## src/rtl/lctcm_pkg.sv

```systemverilog
// Shared types and constants for the LRU cache tree cost unit.
package lctcm_pkg;

  localparam int NODES_DEF    = 16;
  localparam int WAYS_DEF     = 8;
  localparam int KEY_BITS_DEF = 32;
  localparam int IN_KEY_W     = 32;
  localparam int NODE_W       = 4;
  localparam int CAP_W        = 4;
  localparam int COST_W       = 3;
  localparam int RCOST_W      = 7;
  localparam int QCOST_W      = 8;
  localparam int TOTAL_W      = 48;

  localparam logic OP_LOAD  = 1'b0;
  localparam logic OP_QUERY = 1'b1;

  typedef enum logic [2:0] {
    ST_IDLE,
    ST_LOAD,
    ST_READ,
    ST_LOOK,
    ST_DONE
  } lctcm_state_t;

  // controller -> datapath
  typedef struct packed {
    logic capture;
    logic do_load;
    logic do_read;
    logic do_look;
    logic do_done;
  } lctcm_cmd_t;

  // datapath -> controller
  typedef struct packed {
    logic is_load;
    logic walk_end;
  } lctcm_sts_t;

  function automatic logic [COST_W-1:0] cost_of(input logic [CAP_W-1:0] cap);
    logic [COST_W-1:0] c;
    c = 3'd1;
    for (int i = 1; i < CAP_W; i++) begin
      if (cap[i]) c = COST_W'(i + 1);
    end
    return c;
  endfunction

endpackage

```

## src/rtl/lctcm_ctrl.sv

```systemverilog
// Controller state machine for the LRU cache tree cost unit.
module lctcm_ctrl import lctcm_pkg::*; (
  input  logic       clk,
  input  logic       rst_n,
  input  logic       start,
  input  lctcm_sts_t sts,
  output lctcm_cmd_t cmd,
  output logic       busy
);

  lctcm_state_t state_r, state_nxt;

  always_ff @(posedge clk) begin
    if (!rst_n) state_r <= ST_IDLE;
    else        state_r <= state_nxt;
  end

  always_comb begin
    state_nxt = state_r;
    cmd       = '0;
    busy      = 1'b1;
    case (state_r)
      ST_IDLE: begin
        busy = 1'b0;
        if (start) begin
          cmd.capture = 1'b1;
          state_nxt   = ST_LOAD;
        end
      end
      ST_LOAD: begin
        if (sts.is_load) begin
          cmd.do_load = 1'b1;
          state_nxt   = ST_DONE;
        end else begin
          state_nxt = ST_READ;
        end
      end
      ST_READ: begin
        cmd.do_read = 1'b1;
        state_nxt   = sts.walk_end ? ST_DONE : ST_LOOK;
      end
      ST_LOOK: begin
        cmd.do_look = 1'b1;
        state_nxt   = sts.walk_end ? ST_DONE : ST_READ;
      end
      ST_DONE: begin
        cmd.do_done = 1'b1;
        state_nxt   = ST_IDLE;
      end
      default: state_nxt = ST_IDLE;
    endcase
  end

endmodule

```

## config.mk

```make
export PLATFORM = sky130hd
export DESIGN_NAME = lctcm_ctrl
export DESIGN_NICKNAME = d
export VERILOG_FILES = /design/src/rtl/lctcm_pkg.sv /design/src/rtl/lctcm_ctrl.sv
export SDC_FILE = /design/constraint.sdc
export NUM_CORES = 1
export LEC_CHECK = 0
export BUFFER_PORTS_ARGS = -buffer_cell sky130_fd_sc_hd__clkbuf_2
export CAP_MARGIN = 30
export CELL_PAD_IN_SITES_DETAIL_PLACEMENT = 1
export CELL_PAD_IN_SITES_GLOBAL_PLACEMENT = 1
export CORE_AREA = 2 2 39 41
export CTS_CLUSTER_DIAMETER = 120
export DETAILED_ROUTE_END_ITERATION = 12
export DIE_AREA = 0 0 41 43
export PLACE_DENSITY_LB_ADDON = 0.1
export SETUP_SLACK_MARGIN = 0.2
export SYNTH_ARGS = -nofsm -noshare
export SYNTH_HDL_FRONTEND = slang
export SYNTH_SLANG_ARGS = --single-unit
```

## constraint.sdc

```tcl
create_clock -name clk -period 3.04 [get_ports clk]
set_clock_uncertainty 0.2 [all_clocks]
set_input_delay 0.304 -clock clk [delete_from_list [all_inputs] [get_ports clk]]
set_output_delay 0.304 -clock clk [all_outputs]
set_load 0.005 [all_outputs]
```

==> metrics.yaml, run 1 <==
cts.repair.resized: 0
relSlewSlack: 0.766
top_regs: "state_r x3"
regArea_sq_um: 60.1
antenna_left: 0
vias_per_cell: 3.94
hold_path.class: "in2reg"
rsz0062_at_grt: "no"
num_vias: 193
setup_tns_ns: 0
die_x_um: 41
clock-sinks: 3
grt_pass1_vias: 181
htree_levels: 1
end_kind: "primary output"
layout_commonest_cell: "clkbuf_2"
instances_no_fill: 49
multi_input_area_sq_um: 109
path_clk_slew_ns: 0.04
core-area_sq_um: 1380
powerDensity_nw_per_um2: 503
place.gp.congestion: 0.666
syn-num-nets: 24
final_nets: 39
drive_gt1_frac: 0.455
grt.total_usage: 0.0692
wl_per_cell_um: 10.0
post_cts_buffers: 0
cts_tree: "done"
grt_first_pass_wirelength_um: 786
placed_cells: 45
port-buffer-count: 10
finalCritPeriodShare: 0.527
yosysSeqAreaShare: 0.348
vdd_drop_max_uv: 130
dieArea_sq_um: 1760
root_buffer: "clkbuf_4"
start_kind: "register"
crit_buf_inv: 1
chipHeight_um: 43
ys_types: 14
crit_family: "simple AND/OR/NAND/NOR gates"
largest_register_ffs: 3
row_count: 14
cts_buffers: 3
fill_cells: 173
ys_seq_elements: 3
max_freq_mhz: 625
crit_chain: "or3_1 > clkbuf_2"
arrival_ns: 1.10
slew_violations: 0
cap_violations: 0
status: "complete, no violations"
min_period_ns: 1.60
worstPathRequired_ns: 2.54
yosys_warnings: 0
dr.first_iter.drc_count: 1
ctsHoldBuffers: 0
hold_viol: 0
power_w: 0.000135
worst_pin_slew_ns: 0.351
antenna_found_initial: 0
syn_to_final_growth_pct: 55.8
leakagePower_nw: 0.124
grt_overflow: 0
path_class: "reg2out"
cts_buffer_depth: 2
max_stage_delay_ns: 0.38
dr.pass1.iters: 2
drt-total-wl_um: 490
netlist_area_sq_um: 173
hold_ws_ns: 0.104
grt_max_degree: 11
antennaDiodeCount: 0
drc: 0
clock_latency_ns: 0.23
setup_viol: 0
ios: 11
top_register: "state_r"
synth.avg_cell_area_sq_um: 9.09
crit_fanout: 8
syn_inst: 19
crit_slowest_cell: "or3_1"
mostFrequentLayoutCells: "10 x clkbuf_2, 3 x clkbuf_4, 3 x dfxtp_1"
initial_core_util: 0.125
## synth_stat cells, drive strengths merged
library cell,n,share of area
nand3b,1,0.043
or3,1,0.036
a2111oi,1,0.058
nor4bb,1,0.058
nor3,1,0.029
nor3b,2,0.087
or3b,1,0.051
nand2b,3,0.14
a21oi,2,0.058
dfxtp,3,0.35
inv,1,0.022
and3b,1,0.051
nand2,1,0.022
## report_power, final
part	total [W]	switching, W	leakage (nW)	internal (W)
registers	0.0000458	0.00000414	0.0245	0.0000417
clock network	0.0000724	0.0000230	0.0150	0.0000493
logic	0.0000172	0.00000684	0.0847	0.0000104
total	0.000135	0.0000340	0.124	0.000101
## cells by family (layout without fill, tap and decap cells)
| kind of cell | count (synthesis) | in the layout | share of synthesized area |
|---|---|---|---|
| buffers and inverters | 1 | 15 | 0.0217 |
| and+or+nand+nor | 12 | 12 | 0.515 |
| DFF | 3 | 3 | 0.348 |
| AOI/OAI and AO/OA | 3 | 3 | 0.116 |
## final timing paths
| path | start | endpoint | slack [ns] | cells past startpoint |
|---|---|---|---|---|
| worst min-delay path | rst_n | state_r[0] | 0.10 | 3 |
| worst max-delay path | state_r[2] | busy | 1.44 | 2 |
| worst min register to register | state_r[1] | state_r[2] | 0.37 | 2 |
| worst max register to register | state_r[1] | state_r[0] | 1.73 | 2 |
## layout make-up
type / count / area share
Tap cell: 16 / 0.0744
Timing Repair Buffer: 10 / 0.186
Multi-Input combinational cell: 15 / 0.405
Inverter: 1 / 0.0140
Clock buffer: 4 / 0.0977
Sequential cell: 3 / 0.223
## through the flow
stage	util	worst slack [ns]	cell area (sq um)
after floorplan	-	1.82	173
after global placement	0.175	1.69	243
after detailed placement	0.175	1.68	243
after CTS	0.194	1.42	269
after global routing	0.194	1.33	269
final	0.194	1.44	269
## worst register-to-register path, stage by stage (launching register included)
cell	delay (ns)
dfxtp_1	0.47
nand2b_2	0.10
a2111oi_1	0.41
## metal layers
metal / routed length [um] / vias up / share of wire / track usage
li1: - / 99 / - / -
met1: 208 / 86 / 0.42 / 0.0737
met2: 232 / 8 / 0.47 / 0.0969
met3: 49 / 0 / 0.10 / 0.0471
met4: 0 / 0 / 0 / 0.0400
met5: 0 / - / 0 / 0
Power figures use the tool's default switching activity.
==> run 2, diff against run 1 <==
==> constraint.sdc (replaced) <==
create_clock -name clk -period 1.6 [get_ports clk]
set_clock_uncertainty 0.2 [all_clocks]
set_input_delay 0.16 -clock clk [delete_from_list [all_inputs] [get_ports clk]]
set_output_delay 0.16 -clock clk [all_outputs]
set_load 0.005 [all_outputs]
==> run 2 against run 1 <==
Largest power group unchanged. First-iteration DRC count unchanged. Cell count up 14%. Largest cell class unchanged. Wire length up 21%. Critical endpoint unchanged.
==> metrics.yaml, run 2 (synthesis gave the netlist of run 1 again) <==
start_kind: "register"
top_register: "state_r"
final_util: 0.252  # +0.0579
ff2ff_setup_slack_ns: 0.30  # -1.43 ns
crit_chain: "or3_1 > clkbuf_2"
cts_buffers: 3  # unchanged
cts_buffer_depth: 2  # unchanged
pre_cts_ws_ns: 0.315  # -1.36 ns
hold_path.class: "in2reg"
grt_first_pass_wirelength_um: 759  # -3.4%
antenna_found_initial: 0  # unchanged
wl_per_cell_um: 10.6  # +6.1%
crit_slowest_cell: "or3_1"
path_clk_slew_ns: 0.04  # about the same
dp_hpwl_um: 341
status: "complete, no violations"
cap_violations: 0  # unchanged
ios: 11  # unchanged
initial_core_util: 0.125  # unchanged
r2r_start: "state_r[0]"
vias_per_cell: 3.96  # +0.65%
htree_levels: 1  # unchanged
antennaDiodeCount: 0  # unchanged
r2r_cells: 3  # +1
port-buffer-count: 10  # unchanged
chipHeight_um: 43  # unchanged
setup_ws_ns: 0.187  # -1.25 ns
place.gp.congestion: 0.652  # -2.2%
clock_latency_ns: 0.23  # about the same
grt_overflow: 0  # unchanged
row_count: 14  # unchanged
seq_power_share: 0.317  # -0.021
root_buffer: "clkbuf_4"
combPwrFrac: 0.188  # +0.061
syn_to_final_growth_pct: 102
die_x_um: 41  # unchanged
setup_viol: 0  # unchanged
drive_gt1_frac: 0.600  # +0.145
r2r_end: "state_r[1]"
max_stage_delay_ns: 0.36  # -0.02 ns
layout_commonest_cell: "clkbuf_2"
top_regs: "state_r x3"
worstHoldStart: "start"
slew_violations: 0  # unchanged
max_freq_mhz: 708
sw_frac_of_total: 0.239  # -0.0118
ctsHoldBuffers: 3  # +3
grt_max_degree: 11  # unchanged
num_vias: 222  # +15%
crit_fanout: 6  # -2
dieArea_sq_um: 1760  # unchanged
finalCritPeriodShare: 0.883
grt_pass1_vias: 184  # +1.7%
end_kind: "primary output"
antenna_left: 0  # unchanged
cp_num_cells: 2  # unchanged
cts_tree: "done"
powerDensity_nw_per_um2: 762  # +51%
drt-total-wl_um: 594  # +21%
dr.first_iter.drc_count: 1  # unchanged
clock-sinks: 3  # unchanged
hold_ws_ns: 0.00611  # -0.0977 ns
relSlewSlack: 0.788  # +0.0226
crit_buf_inv: 1  # unchanged
setup_tns_ns: 0  # unchanged
drc: 0  # unchanged
core-area_sq_um: 1380  # unchanged
dr.pass1.iters: 2  # unchanged
path_class: "reg2out"
leakagePower_nw: 0.163  # +31%
final_nets: 46  # +18%
arrival_ns: 1.05  # -0.05 ns
worst_pin_slew_ns: 0.317  # -0.0338 ns
largest_register_ffs: 3  # unchanged
hold_viol: 0  # unchanged
mostFrequentLayoutCells: "10 x clkbuf_2, 3 x clkbuf_4, 3 x dlygate4sd3_1, 3 x buf_4, 3 x dfxtp_4"
rsz0062_at_grt: "yes"
hold_path_end: "state_r[0]"
min_period_ns: 1.41
power_frac_clock: 0.495  # -0.039
internal_power_w: 0.000202  # +100%
p_sw_w: 0.0000636  # +87%
min_path_cells: 3  # unchanged
crit_family: "simple AND/OR/NAND/NOR gates"
vdd_drop_max_uv: 272  # +110%
grt.total_usage: 0.0711  # +0.00193
worstPathRequired_ns: 1.24  # -1.30 ns
-- run 2: worst register-to-register path: cells and delay by family, from the launching register on --
family / cells / cell delay [ns]
flip-flops: 1 / 0.36
AO/OA/AOI/OAI: 1 / 0.16
AND/OR/NAND/NOR: 1 / 0.35
buffers and inverters: 1 / 0.15
-- run 2: power by group through the flow --
stage	combinational [W]	sequential (W)	clock, W
6_report	0.0000501	0.0000842	0.000132
5_1_grt	0.0000553	0.0000857	0.000148
4_1_cts	0.0000405	0.0000874	0.000139
3_5_place_dp	0.0000328	0.0000892	0
3_3_place_gp	0.0000335	0.0000882	0
2_1_floorplan	0.0000172	0.0000860	0
-- run 2: through the flow --
step / cell area [sq um] / cells / power [W]
6_report: 349 / 56 / 0.000266
5_1_grt: 349 / 56 / 0.000289
4_1_cts: 313 / 53 / 0.000267
3_5_place_dp: 243 / 45 / 0.000122
3_3_place_gp: 243 / 45 / 0.000122
2_1_floorplan: 173 / 19 / 0.000103
-- run 2: how the worst max path moves through the flow --
stage | end | slack [ns] | startpoint
final | busy | 0.19 | state_r[0]
after floorplan | state_r[1] | 0.46 | state_r[0]
after CTS | busy | 0.17 | state_r[2]
after global placement | state_r[1] | 0.35 | state_r[0]
after global routing | busy | 0.14 | state_r[0]
after detailed placement | state_r[0] | 0.32 | state_r[1]
-- run 2: timing repair --
item	in CTS	in global routing
pin swaps	0	1
setup endpoints to repair	5	3
buffers inserted	1	3
hold endpoints to repair	3	1
gates resized for setup	4	6
-- run 2: area by class of cell --
class	instances	area, sq um
multi-input combinational	15	120
timing repair buffer	17	108
inverter	1	3.75
clock buffer	4	26.3
fill	181	1030
tap	16	20.0
sequential	3	71.3
-- run 2: metal layers --
| layer | up-vias | share of wire | GRT usage |
|---|---|---|---|
| met2 | 8 | 0.52 | 0.0969 |
| met5 | - | 0 | 0 |
| met1 | 102 | 0.41 | 0.0799 |
| met4 | 0 | 0 | 0.0800 |
| met3 | 0 | 0.067 | 0.0157 |
| li1 | 112 | - | - |
